===== config.mk =====
export PLATFORM = sky130hd
export DESIGN_NAME = char_lcd_cursor_sequencer
export DESIGN_NICKNAME = d
export VERILOG_FILES = /design/src/lcdseq_pkg.sv /design/src/char_lcd_cursor_sequencer.sv
export SDC_FILE = /design/constraint.sdc
export NUM_CORES = 1
export LEC_CHECK = 0
export BUFFER_PORTS_ARGS = -buffer_cell sky130_fd_sc_hd__buf_2
export CAP_MARGIN = 20
export CORE_ASPECT_RATIO = 1.25
export CORE_MARGIN = 3
export CORE_UTILIZATION = 42
export DETAILED_ROUTE_END_ITERATION = 7
export HOLD_SLACK_MARGIN = 0.15
export PLACE_DENSITY_LB_ADDON = 0.2
export SLEW_MARGIN = 0
export SYNTH_ARGS = -nofsm -noshare
export SYNTH_HDL_FRONTEND = slang
export SYNTH_SLANG_ARGS = --single-unit

===== constraint.sdc =====
create_clock -name clk_i -period 2.6 [get_ports clk_i]
set_input_delay 0.26 -clock clk_i [delete_from_list [all_inputs] [get_ports clk_i]]
set_output_delay 0.26 -clock clk_i [all_outputs]
set_load 0.02 [all_outputs]

===== src/lcdseq_pkg.sv =====
// Shared types and constants for the character LCD cursor sequencer.
// No dependencies; used by the top level and its checker.
package lcdseq_pkg;

  localparam int unsigned DefLineLength      = 16;
  localparam int unsigned DefHiddenShifts    = 24;
  localparam int unsigned DefScreenPositions = 32;

  localparam logic [7:0] CmdShiftRight   = 8'h14;
  localparam logic [7:0] CmdShiftLeft    = 8'h10;
  localparam logic [7:0] CmdClear        = 8'h01;
  localparam logic [7:0] ClearCodeReset  = 8'd127;

  typedef enum logic [2:0] {
    StIdle,
    StClear,
    StWalk,
    StHidden,
    StData
  } seq_state_e;

endpackage


===== src/char_lcd_cursor_sequencer.sv =====
// Character LCD cursor sequencer: turns input codes into LCD command/data bytes.
// Depends on lcdseq_pkg.
//
// Usage:
//   Input channel (in_valid_i / in_stall_o / code_i) takes one 8-bit code per
//   request. Output channel (out_valid_o / out_stall_i) returns LCD bytes, each
//   tagged is_data_o (data register) and last_o (final byte for that code).
//   clear_code_we_i writes clear_code_i into the clear-code register.
//   A code equal to the clear code gives one clear command and homes the cursor.
//   A code below SCREEN_POSITIONS walks the cursor there with shift commands,
//   inserting HIDDEN_SHIFTS extra shifts whenever it stands at LINE_LENGTH.
//   Any other code is written as a character and advances the cursor.
// Throughput:
//   A request is taken only while the block is idle; then one byte is
//   produced per cycle, unless out_stall_i holds it, through a single output
//   register. A walk target equal to the cursor produces nothing.
//   The cursor increment/decrement and compare unit steps once per walk
//   shift byte, but not on the hidden shifts.
// Reset: cursor goes to 0, clear code to 127, output empty, ready for a request.
// Stall: while out_stall_i holds a byte, the sequencer emits no new byte and the byte stays.
module char_lcd_cursor_sequencer import lcdseq_pkg::*; #(
  parameter int unsigned LINE_LENGTH      = DefLineLength,
  parameter int unsigned HIDDEN_SHIFTS    = DefHiddenShifts,
  parameter int unsigned SCREEN_POSITIONS = DefScreenPositions
) (
  input  logic       clk_i,
  input  logic       rst_ni,
  input  logic       clear_code_we_i,
  input  logic [7:0] clear_code_i,
  input  logic       in_valid_i,
  output logic       in_stall_o,
  input  logic [7:0] code_i,
  output logic       out_valid_o,
  input  logic       out_stall_i,
  output logic [7:0] lcd_byte_o,
  output logic       is_data_o,
  output logic       last_o
);

  localparam int unsigned CW = $clog2(SCREEN_POSITIONS + 1);
  localparam int unsigned HW = $clog2(HIDDEN_SHIFTS + 2);
  localparam logic [HW-1:0] HidMax = HW'(HIDDEN_SHIFTS);

  seq_state_e     state_q, state_d;
  logic [7:0]     clear_code_q;
  logic [CW-1:0]  cursor_q, cursor_d;
  logic [CW-1:0]  target_q, target_d;
  logic           up_q, up_d;
  logic           data_pend_q, data_pend_d;
  logic [HW-1:0]  hid_cnt_q, hid_cnt_d;
  logic [7:0]     char_q, char_d;

  logic           out_valid_q, out_valid_d;
  logic [7:0]     lcd_byte_q, lcd_byte_d;
  logic           is_data_q, is_data_d;
  logic           last_q, last_d;

  logic           in_accept;
  logic           can_emit;
  logic           at_line;
  logic           at_end;
  logic [CW-1:0]  cursor_step;
  logic [CW-1:0]  code_tgt;
  logic           emit;

  assign in_stall_o  = (state_q != StIdle);
  assign in_accept   = in_valid_i && (state_q == StIdle);
  assign can_emit    = !out_valid_q || !out_stall_i;
  assign at_line     = (32'(cursor_q) == LINE_LENGTH);
  assign at_end      = (32'(cursor_q) == SCREEN_POSITIONS);
  assign cursor_step = up_q ? cursor_q + CW'(1) : cursor_q - CW'(1);
  assign code_tgt    = CW'(code_i);

  assign out_valid_o = out_valid_q;
  assign lcd_byte_o  = lcd_byte_q;
  assign is_data_o   = is_data_q;
  assign last_o      = last_q;

  always_comb begin
    state_d     = state_q;
    cursor_d    = cursor_q;
    target_d    = target_q;
    up_d        = up_q;
    data_pend_d = data_pend_q;
    hid_cnt_d   = hid_cnt_q;
    char_d      = char_q;
    emit        = 1'b0;
    lcd_byte_d  = lcd_byte_q;
    is_data_d   = is_data_q;
    last_d      = last_q;

    unique case (state_q)
      StIdle: begin
        if (in_accept) begin
          hid_cnt_d = '0;
          if (code_i == clear_code_q) begin
            state_d = StClear;
          end else if (32'(code_i) < SCREEN_POSITIONS) begin
            if (code_tgt != cursor_q) begin
              state_d     = StWalk;
              target_d    = code_tgt;
              up_d        = (code_tgt > cursor_q);
              data_pend_d = 1'b0;
            end
          end else begin
            char_d = code_i;
            priority if (at_line && (HIDDEN_SHIFTS != 0)) begin
              state_d = StHidden;
            end else if (at_line) begin
              state_d = StData;
            end else if (at_end) begin
              // wrap: walk back home, then write
              state_d     = StWalk;
              target_d    = '0;
              up_d        = 1'b0;
              data_pend_d = 1'b1;
            end else begin
              state_d = StData;
            end
          end
        end
      end
      StClear: begin
        if (can_emit) begin
          emit       = 1'b1;
          lcd_byte_d = CmdClear;
          is_data_d  = 1'b0;
          last_d     = 1'b1;
          cursor_d   = '0;
          state_d    = StIdle;
        end
      end
      StWalk: begin
        if (can_emit) begin
          emit       = 1'b1;
          lcd_byte_d = up_q ? CmdShiftRight : CmdShiftLeft;
          is_data_d  = 1'b0;
          last_d     = 1'b0;
          if (at_line && (hid_cnt_q != HidMax)) begin
            hid_cnt_d = hid_cnt_q + HW'(1);
          end else begin
            hid_cnt_d = '0;
            cursor_d  = cursor_step;
            if (cursor_step == target_q) begin
              last_d  = !data_pend_q;
              state_d = data_pend_q ? StData : StIdle;
            end
          end
        end
      end
      StHidden: begin
        if (can_emit) begin
          emit       = 1'b1;
          lcd_byte_d = CmdShiftRight;
          is_data_d  = 1'b0;
          last_d     = 1'b0;
          if (hid_cnt_q == HidMax - HW'(1)) begin
            hid_cnt_d = '0;
            state_d   = StData;
          end else begin
            hid_cnt_d = hid_cnt_q + HW'(1);
          end
        end
      end
      StData: begin
        if (can_emit) begin
          emit       = 1'b1;
          lcd_byte_d = char_q;
          is_data_d  = 1'b1;
          last_d     = 1'b1;
          cursor_d   = cursor_q + CW'(1);
          state_d    = StIdle;
        end
      end
      default: begin
        state_d = StIdle;
      end
    endcase

    // drop the held byte once taken unless a new one replaces it
    priority if (emit) begin
      out_valid_d = 1'b1;
    end else if (!out_stall_i) begin
      out_valid_d = 1'b0;
    end else begin
      out_valid_d = out_valid_q;
    end
  end

  always_ff @(posedge clk_i or negedge rst_ni) begin
    if (!rst_ni) begin
      state_q      <= StIdle;
      clear_code_q <= ClearCodeReset;
      cursor_q     <= '0;
      hid_cnt_q    <= '0;
      out_valid_q  <= 1'b0;
    end else begin
      state_q     <= state_d;
      cursor_q    <= cursor_d;
      hid_cnt_q   <= hid_cnt_d;
      out_valid_q <= out_valid_d;
      if (clear_code_we_i) begin
        clear_code_q <= clear_code_i;
      end
    end
  end

  always_ff @(posedge clk_i) begin
    target_q    <= target_d;
    up_q        <= up_d;
    data_pend_q <= data_pend_d;
    char_q      <= char_d;
    lcd_byte_q  <= lcd_byte_d;
    is_data_q   <= is_data_d;
    last_q      <= last_d;
  end

endmodule


==> results of run 1 <==
[stage by stage]
stage	util	setup slack [ns]	hold WS, ns
floorplan	-	0.435	-0.0356
global placement	0.481	0.440	0.283
detailed placement	0.481	0.381	0.286
CTS	0.499	0.364	0.152
global route	0.499	0.197	0.151
finish	0.499	0.356	0.159
[cells in the final DEF, fill, tap and decap left out, types with 5 or more instances in the layout]
master / instances
nor2_1: 15
ha_1: 11
dfrtp_1: 16
o21ai_0: 13
xor2_1: 12
edfxtp_1: 26
and2_1: 6
and3_1: 6
buf_2: 32
xnor2_1: 10
mux2_2: 9
inv_1: 14
dfstp_2: 7
buf_4: 7
nand2_1: 19
nand3_1: 6
clkbuf_8: 5
a21oi_1: 6
[registers in the layout, indices dropped and copies added, names as in the netlist, 3 cells and up]
register / count
char_q: 8
clear_code_q: 8
lcd_byte_o: 8
cursor_q: 6
target_q: 6
hid_cnt_q: 5
state_q: 3
[Yosys cell counts (3+ instances only)]
master,number
o21ai_0,13
nand3_1,6
xor2_1,12
o21ai_1,3
edfxtp_1,26
clkbuf_1,3
inv_1,14
nand2_1,19
ha_1,11
dfrtp_1,16
buf_2,3
nand4_1,4
mux2_2,9
o31ai_1,3
dfstp_2,7
nor2b_1,4
and3_1,6
nor2_1,15
xnor2_1,10
a21oi_1,6
o21a_1,4
and2_1,6
nand2b_1,4
[final timing paths]
path	startpoint	end	slack [ns]	cells after the start
setup / recovery	cursor_q[0]$_DFFE_PN0P_	last_o$_DFFE_PP_	0.36	7
setup reg to reg	cursor_q[0]$_DFFE_PN0P_	last_o$_DFFE_PP_	0.36	7
hold reg to reg	clear_code_q[7]$_DFFE_PN0P_	clear_code_q[7]$_DFFE_PN0P_	0.54	1
max in group asynchronous	rst_ni	clear_code_q[1]$_DFFE_PN1P_	1.78	2
hold / removal	code_i[7]	char_q[7]$_DFFE_PP_	0.16	1
min in group asynchronous	rst_ni	out_valid_o$_DFFE_PN0P_	0.45	2
[metal layers]
layer	vias up	track usage	wire, um
li1	983	-	-
met1	957	0.198	2490
met2	49	0.279	2950
met3	9	0.0270	220
met4	0	0.0659	129
met5	-	0	0
[area by class of cell]
cell class,count,area (um^2)
Clock inverter,3,28.8
Clock buffer,5,68.8
Tap cell,85,106
Timing Repair Buffer,40,223
Sequential cell,49,1370
Inverter,15,56.3
Multi-Input combinational cell,177,1290
Fill cell,601,3150
[cell families (layout without fill, tap and decap cells)]
group,Yosys count,in the layout,synth area share
AO/OA/AOI/OAI,55,55,0.145
XOR/XNOR,22,22,0.0698
buffers and inverters,24,63,0.0399
flip-flops,49,49,0.494
other,1,1,0.00136
multiplexers,9,9,0.0367
adder cells (fa/ha/maj),11,11,0.0498
AND/OR/NAND/NOR,79,79,0.163
[power by group through the flow]
stage	combinational [uW]	sequential [uW]	clock (uW)
after floorplan	874	1160	0
after global placement	1160	1160	0
after detailed placement	1170	1160	0
after CTS	1190	1150	505
after global routing	1310	1170	533
final	1180	1150	491
[critical path, delay by kind of cell, from the launching register on]
kind / cells / cell delay, ns
AOI/OAI and AO/OA: 1 / 0.16
xor gates and xnor gates: 2 / 0.33
adders and majority gates: 1 / 0.35
buffers and inverters: 1 / 0.13
DFF: 1 / 0.49
and+or+nand+nor: 2 / 0.65
==> metrics, run 1 <==
Finished Layout Cells=between 300 and 400; vias in the first global route=~2.0k; MaxCap Viol Count=0; Worst Skew=between 0.008 and 0.009 ns; Final period util=0.863; layout cells sized above 1=0.263; Synth Warn #=0; crit path kind=flop to flop; Pwr Total=~2800 uW; Pwr Density=around 900 nW/um^2; Initial DRC Count=65; Worst Path Max Fanout=7; Die Ht=between 90 and 100 um; Max IR drop VDD=roughly 0.31 mV; initial antenna violation count=0; largest net degree at the start of global routing=24; Yosys reg bits=between 40 and 50; worst-margin pin slew=0.587 ns; I/O Buffers=32; Post-Syn Area per Cell=11.0 um^2; Comb pwr share=0.419; remaining antenna violation count=0; Cell variety after synth=slightly below 60; core area=6290 um^2; syn nets=around 280; die area=roughly 7600 um^2; Switching Fraction=0.402; routability congestion estimate=around 0.85; min cycle time layout=~2.2 ns; Max clock buf depth=2; Clk pwr share=0.174; drt drc=0; cell row count=32; critical path arrival=~2.4 ns; cts bufs inserted=5; GRT Total Usage=0.162; routed len/inst=~15 um; Synth area leaders=edfxtp_1, dfrtp_1, dfstp_2; Finish-stage setup viols=0; CTS tree=built; part of the power in registers=0.407; DR vias=1998; max_slew headroom=0.607; status=finished clean; Synth Cell Area=around 2800 um^2; asr flop ratio synth=0.469; Overflow after GRT=0; Initial Util=0.439; setup TNS=0 ns; Synth Instances=250; Crit. End Element=flop; die width=between 70 and 80 um; Int Power=around 1700 uW; Slew Limit Fails=0; Post-CTS Resized=0; Area Overhead vs Synth=13.5%; max incr delay on CP=about 0.53 ns; RSZ-0062 raised after global routing=no; Sink Count=49; Reg clk slew, reported paths=about 0.1 ns; Hold Crit Class=primary input to flop; HPWL Detailed=4500 um; Total Nets Final=320; Critical Path, Cell by Cell=inv_1, ha_1, xnor2_1, xnor2_1, nand3_1, or4_1, o21ai_1; router iterations before antenna repair=4; most used cell, CP=xnor2_1; finished layout cell area=approximately 3100 um^2; H-tree lvl count=2; Post-DP Area=roughly 3000 um^2; cell taking the most area after synthesis=edfxtp_1; clk_lat worst skew=roughly 0.32 ns; Post-Route WL=around 5800 um; Seq/Total Area, Yosys=0.494; crit path launch type=flop; EDFF count, synth=26; Highest Clock Rate=around 0.45 GHz; via density per instance=around 5.3; Crit-path slowest cell=or4_1; cts hold-fix bufs=1; Inst Count DP=approximately 370; Main synth FF type=edfxtp_1; boundary pin count=33; switching power=~1100 uW; global-route wire length before repair=between 9000 and 10000 um; Final Hold Violating Endpoints=0; Pleak=0.00128 uW; Worst Path Required=between 2 and 3 ns; postcts setup bufs=0; Yosys top cell area share=0.283; root buffer cell=clkbuf_8; ANT cells=0
(Power assumes the default switching activity.)
==> run 2: changes to the inputs <==
--- a/config.mk
+++ b/config.mk
@@ -9,7 +9,7 @@
 export CAP_MARGIN = 20
 export CORE_ASPECT_RATIO = 1.25
 export CORE_MARGIN = 3
-export CORE_UTILIZATION = 42
+export CORE_UTILIZATION = 45
 export DETAILED_ROUTE_END_ITERATION = 7
 export HOLD_SLACK_MARGIN = 0.15
 export PLACE_DENSITY_LB_ADDON = 0.2
==> constraint.sdc (replaced) <==
create_clock -name clk_i -period 2.6 [get_ports clk_i]
set_input_delay 0.13 -clock clk_i [delete_from_list [all_inputs] [get_ports clk_i]]
set_output_delay 0.13 -clock clk_i [all_outputs]
set_load 0.02 [all_outputs]
==> run 2 against run 1 <==
  * First-iteration DRC count grew 43%
  * Critical path depth unchanged
  * Sequential power barely moved
  * Register-to-register slack hardly changed
  * Final area rose by 4.8%
  * Via count increased by 2.8%
  * Sequential cell count unchanged
  * Combinational power about the same
  * Die area decreased by 6.2%
  * Clock-buffer cell count unchanged
  * Critical endpoint unchanged
  * Largest power group is now registers
==> metrics, run 2 (synthesis gave the netlist of run 1 again) <==
status=finished clean; Int Power=between 1500 and 2000 uW; Comb pwr share=0.414; critical path arrival=between 2 and 2.5 ns; Inst Count DP=between 300 and 400; HPWL Detailed=approximately 4500 um; Final period util=0.860; die area=between 7000 and 8000 um^2; most frequent cells in the layout=buf_2, edfxtp_1, nand2_1; vias in the first global route=roughly 2.2k; Post-Route WL=a little under 6000 um; routed len/inst=between 15 and 20 um; Highest Clock Rate=about 0.45 GHz; initial antenna violation count=0; Total Nets Final=335; H-tree lvl count=2; CTS tree=built; Finish-stage setup viols=0; I/O Buffers=32; root buffer cell=clkbuf_8; worst-margin pin slew=0.579 ns; postcts setup bufs=0; cell row count=31; largest net degree at the start of global routing=24; Overflow after GRT=0; die width=between 70 and 80 um; max_slew headroom=0.613; routability congestion estimate=0.861; remaining antenna violation count=0; Critical Path, Cell by Cell=inv_1, ha_1, mux2_2, xnor2_1, nand3_1, or4_1, o21ai_1; Switching Fraction=0.397; DR vias=just over 2k; Pleak=about 0.0013 uW; switching power=between 1000 and 1500 uW; Pwr Density=between 800 and 900 nW/um^2; Crit. End Element=flop; Sink Count=between 40 and 50; RSZ-0062 raised after global routing=no; Finished Layout Cells=386; global-route wire length before repair=approximately 10000 um; router iterations before antenna repair=4; part of the power in registers=0.412; via density per instance=between 5 and 6; most common cell after layout, fill and taps aside=buf_2; Final Hold Violating Endpoints=0; Max IR drop VDD=0.327 mV; Area Overhead vs Synth=18.9%; Die Ht=93.6 um; MaxCap Viol Count=0; Hold Crit Class=primary input to flop; setup TNS=0 ns; clk_lat worst skew=between 0.3 and 0.4 ns; Worst Path Required=roughly 2.8 ns; Worst Path Max Fanout=7; crit path launch type=flop; Max clock buf depth=2; cts hold-fix bufs=17; GRT Total Usage=0.183; Slew Limit Fails=0; layout cells sized above 1=0.247; crit path kind=flop to flop; core area=between 5000 and 6000 um^2; Post-CTS Resized=0; Reg clk slew, reported paths=roughly 0.10 ns; Initial Util=0.471; cts bufs inserted=5; ANT cells=0; drt drc=0; min cycle time layout=2.24 ns; max incr delay on CP=0.54 ns; Initial DRC Count=93; boundary pin count=33; Crit-path slowest cell=or4_1; Worst Skew=0.0110 ns; Clk pwr share=0.174
## run 2: cell count changes in the layout (fill, tap and decap cells not counted)
cell           delta
dlygate4sd3_1    +16
buf_4             -1
## run 2: worst max-delay path: cells and delay by family, from the launching register on
family | cells | cell delay, ns
AOI/OAI and AO/OA | 1 | 0.17
xor gates and xnor gates | 1 | 0.16
adders and majority gates | 1 | 0.22
buffers and inverters | 1 | 0.13
DFF | 1 | 0.48
muxes | 1 | 0.30
and+or+nand+nor | 2 | 0.65
## run 2: layout make-up
| type | instances | area (um^2) |
|---|---|---|
| Fill cell | 504 | 2570 |
| Sequential cell | 49 | 1370 |
| Multi-Input combinational cell | 177 | 1290 |
| Timing Repair Buffer | 55 | 375 |
| Tap cell | 82 | 103 |
| Clock buffer | 5 | 68.8 |
| Inverter | 15 | 56.3 |
| Clock inverter | 3 | 28.8 |
## run 2: path summary, 6_finish.rpt
| path | from | depth (start not counted) | endpoint | slack [ns] |
|---|---|---|---|---|
| max in group asynchronous | rst_ni | 2 | cursor_q[0]$_DFFE_PN0P_ | 1.89 |
| min in group asynchronous | rst_ni | 2 | hid_cnt_q[3]$_DFFE_PN0P_ | 0.33 |
| worst max register to register | cursor_q[0]$_DFFE_PN0P_ | 7 | last_o$_DFFE_PP_ | 0.36 |
| worst min register to register | char_q[4]$_DFFE_PP_ | 2 | lcd_byte_o[4]$_DFFE_PP_ | 0.53 |
| worst min-delay path | clear_code_we_i | 2 | clear_code_q[7]$_DFFE_PN0P_ | 0.20 |
| worst max-delay path | cursor_q[0]$_DFFE_PN0P_ | 7 | last_o$_DFFE_PP_ | 0.36 |
## run 2: per-layer routing
metal	part of all wire	routed length, um	track usage
met1	0.43	2530	0.212
met2	0.51	3030	0.331
met3	0.041	239	0.0328
met4	0.015	89	0.0831
met5	0	0	0
## run 2: through the flow
step	hold slack, ns	area (um^2)	total power [uW]	util	setup slack [ns]
after global placement	0.152	3020	2310	0.515	0.426
after CTS	0.210	3280	2820	0.561	0.374
after global routing	0.219	3280	3010	0.561	0.206
after detailed placement	0.159	3020	2310	0.515	0.388
final	0.205	3280	2800	0.561	0.364
after floorplan	-0.166	2760	2030	-	0.435
## run 2: power by group through the flow
stage	Clock [uW]	Sequential, uW	Combinational [uW]
floorplan	0	1160	874
global placement	0	1170	1140
detailed placement	0	1170	1140
CTS	497	1150	1170
global route	523	1180	1310
finish	487	1160	1160
==> run 3: changes to the inputs <==
==> constraint.sdc (replaced) <==
create_clock -name clk_i -period 2.9 [get_ports clk_i]
set_input_delay 0.145 -clock clk_i [delete_from_list [all_inputs] [get_ports clk_i]]
set_output_delay 0.145 -clock clk_i [all_outputs]
set_load 0.02 [all_outputs]
==> run 3 against run 2 <==
  * Fmax is 0.32% higher
  * Clock skew is 0.0077 ns lower
  * Total power is 8.3% lower
  * Final area hardly changed
  * Sequential cell count stayed put
  * Non-clock buffer count is 2 lower
  * Final cell count is 0.52% lower
  * Critical path depth is 3 lower
  * Die area stayed put
  * Via count is 1.9% lower
  * Register-to-register slack better by 0.31 ns
  * Critical path type unchanged
==> metrics, run 3 (synthesis gave the netlist of run 1 again) <==
DR vias=a little over 2k; Finish-stage setup viols=0; cells on worst reg2reg path=4; Hold Crit Class=primary input to flop; Reg clk slew, reported paths=approximately 0.090 ns; Max IR drop VDD=roughly 0.34 mV; Initial Util=0.471; R2R Path End=char_q[1]$_DFFE_PP_; Post-Route WL=about 6000 um; cts bufs inserted=5; part of the power in registers=0.403; Die Ht=a little over 90 um; Overflow after GRT=0; Final Hold Violating Endpoints=0; Int Power=between 1500 and 2000 uW; routability congestion estimate=~0.91; r2r setup slk=around 0.67 ns; Highest Clock Rate=0.449 GHz; die width=76.1 um; router iterations before antenna repair=4; GRT Total Usage=0.178; Worst Path Max Fanout=11; reg-to-reg startpoint=state_q[1]$_DFFE_PN0P_; largest net degree at the start of global routing=24; final setup margin=0.671 ns; HPWL Detailed=roughly 4500 um; I/O Buffers=32; Crit. End Element=flop; routed len/inst=roughly 16 um; Pwr Density=784 nW/um^2; status=finished clean; most frequent cells in the layout=buf_2, edfxtp_1, nand2_1; RSZ-0062 raised after global routing=no; MaxCap Viol Count=0; Worst Skew=around 0.0032 ns; Critical Path Sink=char_q[1]$_DFFE_PP_; Clk pwr share=0.195; critical path arrival=2.17 ns; clk_lat worst skew=0.30 ns; max_slew headroom=0.577; Area Overhead vs Synth=18.8%; cell row count=31; die area=approximately 7000 um^2; worst-margin pin slew=0.633 ns; H-tree lvl count=2; Switching Fraction=0.384; Pleak=0.00134 uW; pre-CTS setup slack=a little under 0.7 ns; fin util=0.560; most common cell after layout, fill and taps aside=buf_2; Comb pwr share=0.402; Worst Path Required=~2.9 ns; root buffer cell=clkbuf_8; Pwr Total=2570 uW; global-route wire length before repair=~10000 um; Worst Setup SP=state_q[1]$_DFFE_PN0P_; Initial DRC Count=56; drt drc=0; min cycle time layout=between 2 and 2.5 ns; layout cells sized above 1=0.238; setup TNS=0 ns; boundary pin count=33; vias in the first global route=around 2k; Sink Count=49; Slew Limit Fails=0; Total Nets Final=333; remaining antenna violation count=0; Max clock buf depth=2; switching power=989 uW; core area=5860 um^2; crit path launch type=flop; initial antenna violation count=0; ANT cells=0; via density per instance=roughly 5.2; Final period util=0.769; CTS tree=built; crit path kind=flop to flop
==> run 3: worst min path at each step <==
| stage | start | end | cells past startpoint |
|---|---|---|---|
| after global placement | rst_ni | hid_cnt_q[3]$_DFFE_PN0P_ | 1 |
| final | out_stall_i | out_valid_o$_DFFE_PN0P_ | 3 |
| after detailed placement | rst_ni | hid_cnt_q[3]$_DFFE_PN0P_ | 1 |
| after floorplan | rst_ni | clear_code_q[7]$_DFFE_PN0P_ | 0 |
| after CTS | out_stall_i | out_valid_o$_DFFE_PN0P_ | 3 |
| after global routing | out_stall_i | out_valid_o$_DFFE_PN0P_ | 3 |
==> run 3: stage by stage <==
| stage | instances | area, um^2 | hold WS (ns) |
|---|---|---|---|
| after floorplan | 250 | 2760 | -0.151 |
| after global placement | 359 | 3000 | 0.163 |
| after detailed placement | 359 | 3000 | 0.171 |
| after CTS | 384 | 3280 | 0.207 |
| after global routing | 384 | 3280 | 0.242 |
| final | 384 | 3280 | 0.210 |
==> run 3: critical path, cell delays in order (launching register included) <==
cell and delay, ns:
dfrtp_1 0.50, or3_2 0.58, a21oi_2 0.18, nand2_1 0.11
nor2_1 0.50
==> run 3: timing repair <==
action	CTS	global route
setup buffers	0	0
hold buffers	17	0
gates resized for setup	0	0
hold endpoints to repair	32	0
==> run 3: power by group through the flow <==
| stage | clock (uW) | sequential (uW) | combinational, uW |
|---|---|---|---|
| 2_1_floorplan | 0 | 1040 | 784 |
| 3_3_place_gp | 0 | 1050 | 1000 |
| 3_5_place_dp | 0 | 1050 | 1020 |
| 4_1_cts | 516 | 1040 | 1040 |
| 5_1_grt | 541 | 1060 | 1140 |
| 6_report | 502 | 1040 | 1030 |
==> run 3: layout make-up <==
cell class | count | area (um^2)
Inverter | 15 | 56.3
Timing Repair Buffer | 53 | 360
Clock inverter | 2 | 38.8
Fill cell | 507 | 2570
Multi-Input combinational cell | 177 | 1290
Sequential cell | 49 | 1370
Tap cell | 82 | 103
Clock buffer | 6 | 72.6
==> run 3: metal layers <==
layer  part of all wire  GRT usage
met5                  0          0
met3              0.033     0.0299
met2               0.53      0.334
met1               0.43      0.205
met4              0.011     0.0574
